--- src/hdl/clbt_pkg.sv ---
`timescale 1ns / 1ps

package clbt_pkg;

	// default sizes
	localparam int LINE_SIZE_DEF   = 64;
	localparam int KEYWORD_MAX_DEF = 8;

	// fixed field widths
	localparam int CMD_W  = 2;
	localparam int BYTE_W = 8;
	localparam int POS_W  = 6;
	localparam int KW_W   = 64;
	localparam int KLEN_W = 4;
	localparam int VAL_W  = 32;
	localparam int CFG_IDX_W = 1;

	// register reset values
	localparam logic [BYTE_W-1:0] END_CHAR_RST = 8'd10;
	localparam logic [BYTE_W-1:0] SEP_CHAR_RST = 8'd32;

	// characters
	localparam logic [BYTE_W-1:0] CH_NUL   = 8'd0;
	localparam logic [BYTE_W-1:0] CH_TAB   = 8'd9;
	localparam logic [BYTE_W-1:0] CH_LF    = 8'd10;
	localparam logic [BYTE_W-1:0] CH_CR    = 8'd13;
	localparam logic [BYTE_W-1:0] CH_SPACE = 8'd32;
	localparam logic [BYTE_W-1:0] CH_PLUS  = 8'd43;
	localparam logic [BYTE_W-1:0] CH_MINUS = 8'd45;
	localparam logic [BYTE_W-1:0] CH_POINT = 8'd46;
	localparam logic [BYTE_W-1:0] CH_ZERO  = 8'd48;
	localparam logic [BYTE_W-1:0] CH_NINE  = 8'd57;

	// command codes
	localparam logic [CMD_W-1:0] CMD_BYTE  = 2'd0;
	localparam logic [CMD_W-1:0] CMD_MATCH = 2'd1;
	localparam logic [CMD_W-1:0] CMD_NUM   = 2'd2;
	localparam logic [CMD_W-1:0] CMD_NONE  = 2'd3;

	// register indexes
	localparam logic [CFG_IDX_W-1:0] REG_END_CHAR = 1'd0;
	localparam logic [CFG_IDX_W-1:0] REG_SEP_CHAR = 1'd1;

	typedef enum logic [3:0] {
		ST_IDLE,
		ST_BYTE,
		ST_FIND_CHK,
		ST_FIND_EV,
		ST_MATCH_CHK,
		ST_MATCH_EV,
		ST_NUM_RD,
		ST_NUM_EV,
		ST_RESULT
	} state_t;

	typedef enum logic [1:0] {
		PH_BLANK,
		PH_INT,
		PH_FRAC
	} phase_t;

	// controller to datapath
	typedef struct packed {
		logic latch;
		logic do_byte;
		logic rd_en;
		logic find_step;
		logic match_step;
		logic match_set;
		logic num_step;
		logic num_final;
		logic load_out;
	} ctrl_t;

	// datapath to controller
	typedef struct packed {
		logic [CMD_W-1:0] cmd;
		logic find_hit;
		logic at_end;
		logic find_fail;
		logic len_fail;
		logic match_full;
		logic mismatch;
		logic num_end;
		logic out_free;
	} stat_t;

endpackage

--- src/hdl/clbt_req_if.sv ---
`timescale 1ns / 1ps

interface clbt_req_if;
	logic                         valid;
	logic                         ready;
	logic [clbt_pkg::CMD_W-1:0]   cmd;
	logic [clbt_pkg::BYTE_W-1:0]  rx_byte;
	logic [clbt_pkg::POS_W-1:0]   token_position;
	logic [clbt_pkg::KW_W-1:0]    keyword;
	logic [clbt_pkg::KLEN_W-1:0]  keyword_len;

	modport source (output valid, cmd, rx_byte, token_position, keyword, keyword_len,
		input ready);
	modport sink (input valid, cmd, rx_byte, token_position, keyword, keyword_len,
		output ready);
endinterface

--- src/hdl/clbt_rsp_if.sv ---
`timescale 1ns / 1ps

interface clbt_rsp_if;
	logic                             valid;
	logic                             ready;
	logic                             line_done;
	logic                             overflow;
	logic                             matched;
	logic                             value_ok;
	logic signed [clbt_pkg::VAL_W-1:0] value;

	modport source (output valid, line_done, overflow, matched, value_ok, value,
		input ready);
	modport sink (input valid, line_done, overflow, matched, value_ok, value,
		output ready);
endinterface

--- src/hdl/clbt_ctrl.sv ---
`timescale 1ns / 1ps

module clbt_ctrl (
	input  logic              clk,
	input  logic              arst_n,
	input  logic              req_valid,
	output logic              req_ready,
	input  clbt_pkg::stat_t   stat,
	output clbt_pkg::ctrl_t   ctrl
);

	clbt_pkg::state_t state_q, state_d;

	// state register
	always_ff @(posedge clk or negedge arst_n) begin
		if (!arst_n) begin
			state_q <= clbt_pkg::ST_IDLE;
		end else begin
			state_q <= state_d;
		end
	end

	// next state and commands
	always_comb begin
		state_d   = state_q;
		ctrl      = '0;
		req_ready = 1'b0;
		unique case (state_q)
			clbt_pkg::ST_IDLE: begin
				req_ready = 1'b1;
				if (req_valid) begin
					ctrl.latch = 1'b1;
					unique case (stat.cmd)
						clbt_pkg::CMD_BYTE:  state_d = clbt_pkg::ST_BYTE;
						clbt_pkg::CMD_MATCH,
						clbt_pkg::CMD_NUM:   state_d = clbt_pkg::ST_FIND_CHK;
						default:             state_d = clbt_pkg::ST_RESULT;
					endcase
				end
			end
			clbt_pkg::ST_BYTE: begin
				ctrl.do_byte = 1'b1;
				state_d      = clbt_pkg::ST_RESULT;
			end
			// skip tokens until the wanted one starts
			clbt_pkg::ST_FIND_CHK: begin
				if (stat.find_hit) begin
					state_d = (stat.cmd == clbt_pkg::CMD_MATCH) ? clbt_pkg::ST_MATCH_CHK
						: clbt_pkg::ST_NUM_RD;
				end else if (stat.at_end) begin
					ctrl.find_step = 1'b1;
				end else begin
					ctrl.rd_en = 1'b1;
					state_d    = clbt_pkg::ST_FIND_EV;
				end
			end
			clbt_pkg::ST_FIND_EV: begin
				ctrl.find_step = 1'b1;
				state_d = stat.find_fail ? clbt_pkg::ST_RESULT : clbt_pkg::ST_FIND_CHK;
			end
			// keyword compare, one character a pass
			clbt_pkg::ST_MATCH_CHK: begin
				if (stat.len_fail) begin
					state_d = clbt_pkg::ST_RESULT;
				end else if (stat.match_full) begin
					ctrl.match_set = 1'b1;
					state_d        = clbt_pkg::ST_RESULT;
				end else begin
					ctrl.rd_en = 1'b1;
					state_d    = clbt_pkg::ST_MATCH_EV;
				end
			end
			clbt_pkg::ST_MATCH_EV: begin
				if (stat.mismatch) begin
					state_d = clbt_pkg::ST_RESULT;
				end else begin
					ctrl.match_step = 1'b1;
					state_d         = clbt_pkg::ST_MATCH_CHK;
				end
			end
			// number scan
			clbt_pkg::ST_NUM_RD: begin
				if (stat.at_end) begin
					ctrl.num_final = 1'b1;
					state_d        = clbt_pkg::ST_RESULT;
				end else begin
					ctrl.rd_en = 1'b1;
					state_d    = clbt_pkg::ST_NUM_EV;
				end
			end
			clbt_pkg::ST_NUM_EV: begin
				ctrl.num_step = 1'b1;
				if (stat.num_end) begin
					ctrl.num_final = 1'b1;
					state_d        = clbt_pkg::ST_RESULT;
				end else begin
					state_d = clbt_pkg::ST_NUM_RD;
				end
			end
			clbt_pkg::ST_RESULT: begin
				if (stat.out_free) begin
					ctrl.load_out = 1'b1;
					state_d       = clbt_pkg::ST_IDLE;
				end
			end
			default: state_d = clbt_pkg::ST_IDLE;
		endcase
	end

endmodule

--- src/hdl/clbt_dp.sv ---
`timescale 1ns / 1ps

module clbt_dp #(
	parameter int LINE_SIZE   = clbt_pkg::LINE_SIZE_DEF,
	parameter int KEYWORD_MAX = clbt_pkg::KEYWORD_MAX_DEF
) (
	input  logic                              clk,
	input  logic                              arst_n,
	input  logic                              cfg_we,
	input  logic [clbt_pkg::CFG_IDX_W-1:0]    cfg_index,
	input  logic [clbt_pkg::BYTE_W-1:0]       cfg_data,
	clbt_req_if.sink                          req,
	clbt_rsp_if.source                        rsp,
	input  clbt_pkg::ctrl_t                   ctrl,
	output clbt_pkg::stat_t                   stat
);

	localparam int DEPTH = LINE_SIZE + 1;
	localparam int AW    = $clog2(DEPTH);
	localparam int WW    = $clog2(LINE_SIZE + 1);
	localparam int NW    = $clog2(KEYWORD_MAX + 1);
	localparam int SW    = $clog2(LINE_SIZE + 64 + KEYWORD_MAX + 2) + 1;
	localparam logic [SW-1:0] LS_S = SW'(LINE_SIZE);
	localparam logic [WW-1:0] LS_W = WW'(LINE_SIZE);
	localparam logic [35:0]   MAG_SAT = 36'h080000000;

	// configuration
	logic [clbt_pkg::BYTE_W-1:0] end_char_q, sep_char_q;
	always_ff @(posedge clk or negedge arst_n) begin
		if (!arst_n) begin
			end_char_q <= clbt_pkg::END_CHAR_RST;
			sep_char_q <= clbt_pkg::SEP_CHAR_RST;
		end else if (cfg_we) begin
			unique case (cfg_index)
				clbt_pkg::REG_END_CHAR: end_char_q <= cfg_data;
				clbt_pkg::REG_SEP_CHAR: sep_char_q <= cfg_data;
				default: ;
			endcase
		end
	end

	// latched query
	logic [clbt_pkg::CMD_W-1:0]  cmd_q;
	logic [clbt_pkg::BYTE_W-1:0] rx_q;
	logic [clbt_pkg::POS_W-1:0]  pos_q;
	logic [clbt_pkg::KW_W-1:0]   kw_q;
	logic [NW-1:0]               n_q;

	// effective keyword length: clamp, then stop at first zero byte
	logic [NW-1:0] n_in;
	logic [clbt_pkg::KLEN_W-1:0] klen_eff;
	logic run;
	always_comb begin
		klen_eff = (req.keyword_len > clbt_pkg::KLEN_W'(KEYWORD_MAX))
			? clbt_pkg::KLEN_W'(KEYWORD_MAX) : req.keyword_len;
		n_in = '0;
		run  = 1'b1;
		for (int j = 0; j < KEYWORD_MAX; j++) begin
			if (run && (clbt_pkg::KLEN_W'(j) < klen_eff) && (req.keyword[8*j +: 8] != 8'd0))
				n_in = NW'(j + 1);
			else
				run = 1'b0;
		end
	end

	// walk state
	logic [SW-1:0]              s_q;
	logic [clbt_pkg::POS_W-1:0] p_q;
	logic [NW-1:0]              i_q;
	logic [WW-1:0]              widx_q;
	clbt_pkg::phase_t           ph_q;
	logic [31:0]                mag_q;
	logic                       neg_q, dig_q;

	// results
	logic res_done_q, res_ovf_q, res_match_q, res_ok_q;
	logic [clbt_pkg::VAL_W-1:0] res_val_q;

	// line store with registered read; valid bits give the all-zero reset
	logic [clbt_pkg::BYTE_W-1:0] mem [DEPTH];
	logic [DEPTH-1:0]            vld_q;
	logic [clbt_pkg::BYTE_W-1:0] rd_q;
	logic                        rvld_q;
	logic [SW-1:0]               cur;
	logic [AW-1:0]               rd_addr;
	logic [clbt_pkg::BYTE_W-1:0] c;

	logic                        wr_en;
	logic [AW-1:0]               wr_addr;
	logic [clbt_pkg::BYTE_W-1:0] wr_data;

	assign cur     = s_q + SW'(i_q);
	assign rd_addr = cur[AW-1:0];
	assign c       = rvld_q ? rd_q : clbt_pkg::CH_NUL;

	// byte command decode
	logic is_end, is_drop, has_room;
	assign is_end   = (rx_q == end_char_q);
	assign is_drop  = (rx_q == clbt_pkg::CH_CR) || (rx_q == clbt_pkg::CH_NUL)
		|| (rx_q == clbt_pkg::CH_LF);
	assign has_room = (widx_q < LS_W);

	always_comb begin
		wr_en   = 1'b0;
		wr_addr = '0;
		wr_data = clbt_pkg::CH_NUL;
		if (ctrl.do_byte) begin
			if (is_end) begin
				wr_en   = 1'b1;
				wr_addr = has_room ? AW'(widx_q) : AW'(LINE_SIZE);
			end else if (!is_drop) begin
				wr_en = 1'b1;
				if (has_room) begin
					wr_addr = AW'(widx_q);
					wr_data = rx_q;
				end
			end
		end
	end

	always_ff @(posedge clk) begin
		if (wr_en)
			mem[wr_addr] <= wr_data;
		if (ctrl.rd_en)
			rd_q <= mem[rd_addr];
	end

	always_ff @(posedge clk or negedge arst_n) begin
		if (!arst_n) begin
			vld_q  <= '0;
			rvld_q <= 1'b0;
		end else begin
			if (wr_en)
				vld_q[wr_addr] <= 1'b1;
			if (ctrl.rd_en)
				rvld_q <= vld_q[rd_addr];
		end
	end

	// character classes
	logic c_sep, c_nul, c_blank, c_digit, c_sign, c_point, tok_end;
	assign c_sep   = (c == sep_char_q);
	assign c_nul   = (c == clbt_pkg::CH_NUL);
	assign c_blank = (c == clbt_pkg::CH_SPACE) || ((c >= clbt_pkg::CH_TAB) && (c <= clbt_pkg::CH_CR));
	assign c_digit = (c >= clbt_pkg::CH_ZERO) && (c <= clbt_pkg::CH_NINE);
	assign c_sign  = (c == clbt_pkg::CH_PLUS) || (c == clbt_pkg::CH_MINUS);
	assign c_point = (c == clbt_pkg::CH_POINT);
	assign tok_end = c_sep || c_nul;

	// decimal accumulate with saturation at 2^31
	logic [35:0] mag_mul;
	logic [31:0] mag_nx;
	assign mag_mul = ({4'd0, mag_q} << 3) + ({4'd0, mag_q} << 1) + 36'(c - clbt_pkg::CH_ZERO);
	assign mag_nx  = (mag_mul > MAG_SAT) ? MAG_SAT[31:0] : mag_mul[31:0];

	// parse step
	logic             stop;
	clbt_pkg::phase_t ph_nx;
	logic             acc, cnt, set_neg;
	always_comb begin
		stop    = 1'b0;
		ph_nx   = ph_q;
		acc     = 1'b0;
		cnt     = 1'b0;
		set_neg = 1'b0;
		case (ph_q)
			clbt_pkg::PH_BLANK: begin
				if (c_blank) begin
					ph_nx = clbt_pkg::PH_BLANK;
				end else if (c_sign) begin
					set_neg = 1'b1;
					ph_nx   = clbt_pkg::PH_INT;
				end else if (c_digit) begin
					acc   = 1'b1;
					ph_nx = clbt_pkg::PH_INT;
				end else if (c_point) begin
					ph_nx = clbt_pkg::PH_FRAC;
				end else begin
					stop = 1'b1;
				end
			end
			clbt_pkg::PH_INT: begin
				if (c_digit)
					acc = 1'b1;
				else if (c_point)
					ph_nx = clbt_pkg::PH_FRAC;
				else
					stop = 1'b1;
			end
			default: begin
				if (c_digit)
					cnt = 1'b1;
				else
					stop = 1'b1;
			end
		endcase
	end

	// final value
	logic [31:0] val_fin;
	always_comb begin
		if (!dig_q)
			val_fin = '0;
		else if (neg_q)
			val_fin = 32'd0 - mag_q;
		else
			val_fin = mag_q[31] ? 32'h7FFFFFFF : mag_q;
	end

	// keyword character at i
	logic [clbt_pkg::KW_W-1:0] kw_sh;
	assign kw_sh = kw_q >> {i_q, 3'b000};

	// walk registers
	always_ff @(posedge clk or negedge arst_n) begin
		if (!arst_n) begin
			widx_q <= '0;
		end else if (ctrl.do_byte) begin
			if (is_end)
				widx_q <= '0;
			else if (!is_drop)
				widx_q <= has_room ? widx_q + WW'(1) : '0;
		end
	end

	always_ff @(posedge clk) begin
		if (ctrl.latch) begin
			cmd_q <= req.cmd;
			rx_q  <= req.rx_byte;
			pos_q <= req.token_position;
			kw_q  <= req.keyword;
			n_q   <= n_in;
			s_q   <= '0;
			p_q   <= '0;
			i_q   <= '0;
			ph_q  <= clbt_pkg::PH_BLANK;
			mag_q <= '0;
			neg_q <= 1'b0;
			dig_q <= 1'b0;
			res_done_q  <= 1'b0;
			res_ovf_q   <= 1'b0;
			res_match_q <= 1'b0;
			res_ok_q    <= 1'b0;
			res_val_q   <= '0;
		end else begin
			if (ctrl.do_byte) begin
				res_done_q <= is_end;
				res_ovf_q  <= !is_end && !is_drop && !has_room;
			end
			if (ctrl.find_step) begin
				if (stat.at_end || c_sep) begin
					s_q <= s_q + SW'(1);
					p_q <= p_q + clbt_pkg::POS_W'(1);
				end else if (!c_nul) begin
					s_q <= s_q + SW'(1);
				end
			end
			if (ctrl.match_step)
				i_q <= i_q + NW'(1);
			if (ctrl.match_set)
				res_match_q <= 1'b1;
			if (ctrl.num_step && !tok_end) begin
				s_q  <= s_q + SW'(1);
				ph_q <= ph_nx;
				if (set_neg)
					neg_q <= (c == clbt_pkg::CH_MINUS);
				if (acc)
					mag_q <= mag_nx;
				if (acc || cnt)
					dig_q <= 1'b1;
			end
			if (ctrl.num_final) begin
				res_ok_q  <= dig_q;
				res_val_q <= val_fin;
			end
		end
	end

	// output register
	logic out_v_q;
	always_ff @(posedge clk or negedge arst_n) begin
		if (!arst_n) begin
			out_v_q <= 1'b0;
		end else if (ctrl.load_out) begin
			out_v_q <= 1'b1;
		end else if (rsp.ready) begin
			out_v_q <= 1'b0;
		end
	end

	always_ff @(posedge clk) begin
		if (ctrl.load_out) begin
			rsp.line_done <= res_done_q;
			rsp.overflow  <= res_ovf_q;
			rsp.matched   <= res_match_q;
			rsp.value_ok  <= res_ok_q;
			rsp.value     <= res_val_q;
		end
	end

	assign rsp.valid = out_v_q;

	// status
	always_comb begin
		stat.cmd        = ctrl.latch ? req.cmd : cmd_q;
		stat.find_hit   = (p_q == pos_q);
		stat.at_end     = (cur >= LS_S);
		stat.find_fail  = !c_sep && c_nul;
		stat.len_fail   = ((s_q + SW'(1) + SW'(n_q)) > LS_S);
		stat.match_full = (i_q == n_q);
		stat.mismatch   = (c != kw_sh[7:0]);
		stat.num_end    = tok_end || stop;
		stat.out_free   = !out_v_q || rsp.ready;
	end

endmodule

--- src/hdl/command_line_buffer_tokenizer.sv ---
`timescale 1ns / 1ps

// Command line buffer and tokenizer. Received bytes (cmd 0) build a line in a
// LINE_SIZE+1 byte store; a received byte is written in the BYTE state and its
// result loaded in the RESULT state, which waits until the output register is
// free. Keyword match (cmd 1) and number parse (cmd 2) first walk the store to
// the requested token and then scan it; the store has one registered read
// port, so each byte looked at takes a read state and then an evaluation
// state. One word is handled at a time; the next is accepted once the result
// sits in the output register, which holds it until taken. Configuration
// writes go to the end and separator character registers at any idle time.
module command_line_buffer_tokenizer #(
	parameter int LINE_SIZE   = clbt_pkg::LINE_SIZE_DEF,
	parameter int KEYWORD_MAX = clbt_pkg::KEYWORD_MAX_DEF
) (
	input  logic                           clk,
	input  logic                           arst_n,
	input  logic                           cfg_we,
	input  logic [clbt_pkg::CFG_IDX_W-1:0] cfg_index,
	input  logic [clbt_pkg::BYTE_W-1:0]    cfg_data,
	clbt_req_if.sink                       req,
	clbt_rsp_if.source                     rsp
);

	clbt_pkg::ctrl_t ctrl;
	clbt_pkg::stat_t stat;

	clbt_ctrl u_ctrl (
		.clk       (clk),
		.arst_n    (arst_n),
		.req_valid (req.valid),
		.req_ready (req.ready),
		.stat      (stat),
		.ctrl      (ctrl)
	);

	clbt_dp #(
		.LINE_SIZE   (LINE_SIZE),
		.KEYWORD_MAX (KEYWORD_MAX)
	) u_dp (
		.clk       (clk),
		.arst_n    (arst_n),
		.cfg_we    (cfg_we),
		.cfg_index (cfg_index),
		.cfg_data  (cfg_data),
		.req       (req),
		.rsp       (rsp),
		.ctrl      (ctrl),
		.stat      (stat)
	);

endmodule
--- src/flat_wrapper.sv ---
// flat-port wrapper written by rule: the top's interface ports become plain ports
module command_line_buffer_tokenizer_flat 
#(
	parameter int LINE_SIZE   = clbt_pkg::LINE_SIZE_DEF,
	parameter int KEYWORD_MAX = clbt_pkg::KEYWORD_MAX_DEF
)
  (clk, arst_n, cfg_we, cfg_index, cfg_data, req_valid, req_cmd, req_rx_byte, req_token_position, req_keyword, req_keyword_len, req_ready, rsp_valid, rsp_line_done, rsp_overflow, rsp_matched, rsp_value_ok, rsp_value, rsp_ready);
  clbt_req_if req_i ();
  clbt_rsp_if rsp_i ();
  input  logic clk;
  input  logic arst_n;
  input  logic cfg_we;
  input  logic [clbt_pkg::CFG_IDX_W-1:0] cfg_index;
  input  logic [clbt_pkg::BYTE_W-1:0] cfg_data;
  input wire logic [$bits(req_i.valid)-1:0] req_valid;
  input wire logic [$bits(req_i.cmd)-1:0] req_cmd;
  input wire logic [$bits(req_i.rx_byte)-1:0] req_rx_byte;
  input wire logic [$bits(req_i.token_position)-1:0] req_token_position;
  input wire logic [$bits(req_i.keyword)-1:0] req_keyword;
  input wire logic [$bits(req_i.keyword_len)-1:0] req_keyword_len;
  output wire logic [$bits(req_i.ready)-1:0] req_ready;
  output wire logic [$bits(rsp_i.valid)-1:0] rsp_valid;
  output wire logic [$bits(rsp_i.line_done)-1:0] rsp_line_done;
  output wire logic [$bits(rsp_i.overflow)-1:0] rsp_overflow;
  output wire logic [$bits(rsp_i.matched)-1:0] rsp_matched;
  output wire logic [$bits(rsp_i.value_ok)-1:0] rsp_value_ok;
  output wire logic [$bits(rsp_i.value)-1:0] rsp_value;
  input wire logic [$bits(rsp_i.ready)-1:0] rsp_ready;
  assign req_i.valid = req_valid;
  assign req_i.cmd = req_cmd;
  assign req_i.rx_byte = req_rx_byte;
  assign req_i.token_position = req_token_position;
  assign req_i.keyword = req_keyword;
  assign req_i.keyword_len = req_keyword_len;
  assign req_ready = req_i.ready;
  assign rsp_valid = rsp_i.valid;
  assign rsp_line_done = rsp_i.line_done;
  assign rsp_overflow = rsp_i.overflow;
  assign rsp_matched = rsp_i.matched;
  assign rsp_value_ok = rsp_i.value_ok;
  assign rsp_value = rsp_i.value;
  assign rsp_i.ready = rsp_ready;
  command_line_buffer_tokenizer #(.LINE_SIZE(LINE_SIZE), .KEYWORD_MAX(KEYWORD_MAX)) u_core (.clk(clk), .arst_n(arst_n), .cfg_we(cfg_we), .cfg_index(cfg_index), .cfg_data(cfg_data), .req(req_i), .rsp(rsp_i));
endmodule
--- config.mk ---
export PLATFORM = sky130hd
export DESIGN_NAME = command_line_buffer_tokenizer_flat
export DESIGN_NICKNAME = d
export VERILOG_FILES = /design/src/hdl/clbt_pkg.sv /design/src/hdl/clbt_req_if.sv /design/src/hdl/clbt_rsp_if.sv /design/src/hdl/clbt_ctrl.sv /design/src/hdl/clbt_dp.sv /design/src/hdl/command_line_buffer_tokenizer.sv /design/src/flat_wrapper.sv
export SDC_FILE = /design/constraint.sdc
export NUM_CORES = 1
export LEC_CHECK = 0
export BUFFER_PORTS_ARGS = -buffer_cell sky130_fd_sc_hd__buf_2
export CAP_MARGIN = 20
export CORE_MARGIN = 1.5
export CORE_UTILIZATION = 62
export DETAILED_ROUTE_END_ITERATION = 16
export MAX_ROUTING_LAYER = met4
export PLACE_DENSITY_LB_ADDON = 0.3
export SLEW_MARGIN = 20
export SYNTH_ARGS = -nofsm -noshare
export SYNTH_HDL_FRONTEND = slang
export SYNTH_SLANG_ARGS = --single-unit
export TNS_END_PERCENT = 5
--- constraint.sdc ---
create_clock -name clk -period 7.13 [get_ports clk]
set_clock_uncertainty 0.2 [all_clocks]
set_input_delay 1.0695 -clock clk [delete_from_list [all_inputs] [get_ports clk]]
set_output_delay 1.0695 -clock clk [all_outputs]
set_load 0.1 [all_outputs]
# Yosys cells after proc, flatten, opt, wreduce, memory -nomap -nowiden
# Memory sizes are Yosys's and may differ from the RTL's. A register that Yosys moved wholly into a read port is not among the register bits.
# Cells that the tools add are included.
# classes
n_addsub	10
n_mul	0
div	0
order_cmp	20
eq_ne	28
n_shift	1
mux	102
n_bitwise	2
reduce_logical	65
# op_table
operator	count
$mux 32	3
$mux 4	17
$or 65x65->65	1
$reduce_bool 8->1	8
$shr 64x7->8	1
$mux 7	8
$mux 1	46
$mux 8	5
$add 35x33->36	1
$add 36x36->36	1
$gt 36x32->1 const B	1
$mux 9	4
$pmux 4 s9	1
$eq 8x6->1 const B	4
$sub 1x32->32 const A	1
$mux 31	1
$logic_and 1x1->1	22
$add 9x4->9	2
$eq 4x3->1 const B	4
$eq 8x4->1 const B	2
$eq 8x8->1	2
$logic_not 8->1	2
$lt 3x4->1 const A	4
$lt 7x8->1 const B	2
other kinds (44)	85
# totals
regBits	305
latchBits	0
mem_bits_rw	520
rom_bits	0
input_bits	98
out_inout_bits	38
wordCells	258
mem_count	1
# memory_table
memory	depth	word_bits	rd	rd_clocked_by_memory_dff	write_ports	line	rtl
u_core.u_dp.mem	65	8	1	1	1	clbt_dp.sv:80	logic [clbt_pkg::BYTE_W-1:0] mem [DEPTH];

# Depth between registers and ports, before layout
# depth
depth_word	25
mapped_depth	19
mapped_depth_nobuf	16

# Worst setup path before layout
# Ideal clock, no wire load.
# synth_path
path_kind	flip-flop to flip-flop
start	register u_core.u_ctrl.state_q[0]
end	register u_core.u_dp.kw_q[0] (netlist name), enable pin
setup_ns	0.478
arrival_time_ns	7.160
t_required_ns	6.452
path_slack_ns	-0.708
path_stages_with_launch	6
n_path_buf	2
period_less_slack_ns	7.838
cell_sequence	dfrtp_1 > clkbuf_1 > nor4_1 > nand2_1 > inv_2 > buf_1
# synth_lines
item	line	rtl
from (decl)	clbt_ctrl.sv:12	clbt_pkg::state_t state_q, state_d;
from (signal assigned)	clbt_ctrl.sv:17	state_q <= clbt_pkg::ST_IDLE;
from (signal assigned)	clbt_ctrl.sv:19	state_q <= state_d;
to (signal assigned)	clbt_dp.sv:231	kw_q <= req.keyword;
to (decl)	clbt_dp.sv:46	logic [clbt_pkg::KW_W-1:0] kw_q;

# Final worst setup path
# layout_path
start	register u_core.u_dp.rvld_q
end	register u_core.u_dp.mag_q[5]
# layout_between
elab_chain_cells	8
word_cells_on_any_way	26
cone_classes	add/sub: 2; order compare: 5; eq/ne: 4; mux: 6; reduce/logical: 9
# layout_lines
item	line	rtl
from (decl)	clbt_dp.sv:83	logic rvld_q;
from (signal assigned)	clbt_dp.sv:136	rvld_q <= vld_q[rd_addr];
$mux 8 *	clbt_dp.sv:94	assign c = rvld_q ? rd_q : clbt_pkg::CH_NUL;
branches (longest 7 deep; another with $add 36x36->36)	--	
to (signal assigned)	clbt_dp.sv:268	mag_q <= mag_nx;
to (decl)	clbt_dp.sv:72	logic [31:0] mag_q;
# Every way passes the cells marked *.
# A chain may end at the register's enable or synchronous reset.

==> metrics.md <==
| Metric | Value |
|---|---|
| Status | completed |
| Area leader, netlist | edfxtp_1 |
| Vias/cell | 6.59 |
| Rel. slew slack | 29.2% |
| Slowest CP cell | inv_1 |
| Post-CTS setup buffers | 0 |
| Vias in the first global route | 21919 |
| Post-synth ARST share | 11.3% |
| Initial Util | 62.7% |
| Num CTS Buffers | 82 |
| CP max stage delay | 0.75 ns |
| Final nets | 2657 |
| Most common cell in the netlist | edfxtp_1 |
| CTS tree | done |
| CP Launch Type | flip-flop |
| Final Cell Area | 0.0411 sq mm |
| Port bufs | 135 |
| Post-layout min period | 5.92 ns |
| RSZ-0062 raised after global routing | no |
| Syn Area/Cell | 15.8 sq um |
| Post-cts resize count | 0 |
| Synth area leaders | edfxtp_1 53%, mux4_2 13%, dfrtp_1 6.2%, dfxtp_1 5.0%, ha_1 1.9% |
| Fmax | 0.169 GHz |
| Via Count | 21812 |
| Die area | 0.0610 sq mm |
| Multi-input gate area | 0.0127 sq mm |
| Worst hold path class | reg -> reg |
| Measured slew at the worst slew-check pin | 1.06 ns |
| Initial antenna violation count | 0 |
| CTS Sinks | 833 |
| Clk Latency, worst-skew pair | 0.64 ns |
| Die W | 247 um |
| # diodes | 0 |
| Post-Synthesis Cells | 2332 |
| PnR Total Power | 12600 uW |
| Seq/Total Area, Yosys | 64.0% |
| Post-Layout Cell Count | 3311 |
| Tot GR Track Use | 30.2% |
| Dpl hpwl | 54.8 mm |
| Cell family with most CP delay | buffers and inverters |
| Filler cells | 3666 |
| Clock root buffer | clkbuf_16 |
| Top_reg_cell synth | edfxtp_1 |
| Post-Syn Area | 0.0369 sq mm |
| Core Area | 0.0589 sq mm |
| Layout cells sized above 1 | 24.7% |
| CP required | 7.48 ns |
| Synth top cells by count | 646 x edfxtp_1, 205 x mux4_2, 145 x nor2_1, 137 x nand2_1, 93 x dfxtp_1 |
| PD cells | 307 mW/mm^2 |
| Wirelength, routed | 87.3 mm |
| Synth unique cells | 84 |
| Total congestion overflow | 0 |
| Hold_buf cts | 0 |
| Warnings from Yosys | 0 |
| Final setup viols | 0 |
| DP Area | 0.0384 sq mm |
| Syn Nets | 2520 |
| Post-route clock period utilization | 83.0% |
| VDD IR max | 0.000420 V |
| Hold_ws | 0.220 ns |
| CP max FO | 32 |
| Drt drc | 0 |
| Clock buffer depth | 3 |
| I/O pin count | 136 |
| Placed insts | 3157 |
| Avg WL per Cell | 26.4 um |
| Area Overhead vs Synth | 11.4% |
| Synth top area share | 52.6% |
| Largest net degree at the start of global routing | 81 |
| CP Cell Sequence | nand2_1 -> inv_1 -> ha_1 -> nand2b_1 -> inv_1 -> buf_4 -> fa_1 -> ha_1 -> a21oi_1 -> o21ai_0 -> a21oi_1 -> nor2_1 -> nor4_1 -> o211ai_1 -> nor4b_4 -> buf_4 -> a32o_1 |
| Iter 0 DRT Violations | 2283 |
| Yosys reg bits | 833 |
| Gpl congestion | 0.969 |
| Leakage | 0.0147 uW |
| Final Slew Violations | 0 |
| Final hold violation count | 0 |
| DIE HEIGHT | 247 um |
| Post-synth EDFFs | 646 |
| ANT nets after route | 0 |
| Setup TNS | 0 ns |
| Clk slew on worst S/H paths | 0.06 ns |
| Crit. End Element | flip-flop |
| CP Class | reg -> reg |
| Storage cell area | 0.0236 sq mm |
| First-pass GRT wire length | 133 mm |
| CP Data Arrival Time | 6.26 ns |
| MaxCap Viol Count | 0 |
| H-Tree Depth | 3 |
| Buffers and inverters on the worst path | 4 |
| Std-Cell Rows | 89 |
| First-pass iteration count of the detailed router | 5 |
## per-stage QoR
stage                     utilization [%]  worst slack, ns
final                                69.8             1.21
after global routing                 69.8            0.665
after CTS                            69.8             1.15
after detailed placement             65.2             1.17
after global placement               65.1             1.31
after floorplan                         -            0.844
## report_power, final
group / switching, uW / internal, uW / leakage [uW]
registers: 185 / 5640 / 0.00798
clock network: 1860 / 2490 / 0.00132
logic: 1610 / 846 / 0.00540
## layer usage
metal	track usage, %	up-vias	wire length, um
met1	38.5	11051	32900
met3	5.30	198	6610
met2	49.6	1083	44900
met5	-	-	0
li1	-	9480	-
met4	9.77	0	2880
## worst reg2reg max path, cell delays in order (launching register included)
cell and delay (ns):
dfrtp_1 0.64, nand2_1 0.26, inv_1 0.11, ha_1 0.27, nand2b_1 0.21, inv_1 0.75, buf_4 0.34, fa_1 0.44
ha_1 0.37, a21oi_1 0.38, o21ai_0 0.15, a21oi_1 0.27, nor2_1 0.09, nor4_1 0.34, o211ai_1 0.19, nor4b_4 0.24
buf_4 0.37, a32o_1 0.23
## path summary, 6_finish.rpt
path	start	end	slack (ns)	cells past startpoint
setup / recovery	u_core.u_dp.rvld_q	u_core.u_dp.mag_q[5]	1.21	17
hold / removal	u_core.u_dp.res_val_q[3]	u_core.u_dp.rsp.value[3]	0.22	0
setup reg to reg	u_core.u_dp.rvld_q	u_core.u_dp.mag_q[5]	1.21	17
hold reg to reg	u_core.u_dp.res_val_q[3]	u_core.u_dp.rsp.value[3]	0.22	0
max in group asynchronous	arst_n	u_core.u_dp.vld_q[36]	5.14	2
min in group asynchronous	arst_n	u_core.u_ctrl.state_q[1]	0.24	1
## placed cells by master (no fill, tap or decap), types with 28 or more instances in the layout
master,Yosys,routed
ha_1,57,56
buf_2,28,134
inv_1,38,38
nor4_1,31,30
o21ai_0,47,47
nor3_1,29,28
mux4_2,205,205
fa_1,33,32
dfxtp_1,93,93
a32o_1,31,31
nand2_1,137,137
xnor2_1,55,53
clkbuf_16,0,83
nand3_1,42,42
or2_2,72,72
xor2_1,42,40
a21oi_1,91,91
nor2_1,145,144
dfrtp_1,91,91
edfxtp_1,646,646
## flip-flops by register name (all words and copies together), names as in the netlist, 9 cells and up
name,count
u_core.u_dp.mem,520
u_core.u_dp.res_val_q,32
u_core.u_dp.mag_q,32
u_core.u_dp.vld_q,65
u_core.u_dp.s_q,9
u_core.u_dp.rsp.value,32
u_core.u_dp.kw_q,64
## cell type report
type	instances	share of cell area [%]
well taps	773	2.35
multi-input cells	1349	31.0
clock buffers	111	5.45
inverters	39	0.362
clock inverters	42	1.14
repair buffers	164	2.27
flip-flops and latches	833	57.4
## logic make-up (layout without fill, tap and decap cells)
kind of cell    count (synthesis)  after routing  share of synthesized area (%)
compound gates                332            332                           6.34
flops                         833            833                           64.0
xor+xnor                       97             97                           2.30
simple gates                  575            575                           7.93
fa+ha+maj                      90             90                           3.72
mux                           255            255                           14.0
buf+inv                       150            356                           1.77
No activity file was read; power rests on OpenSTA's default activity.
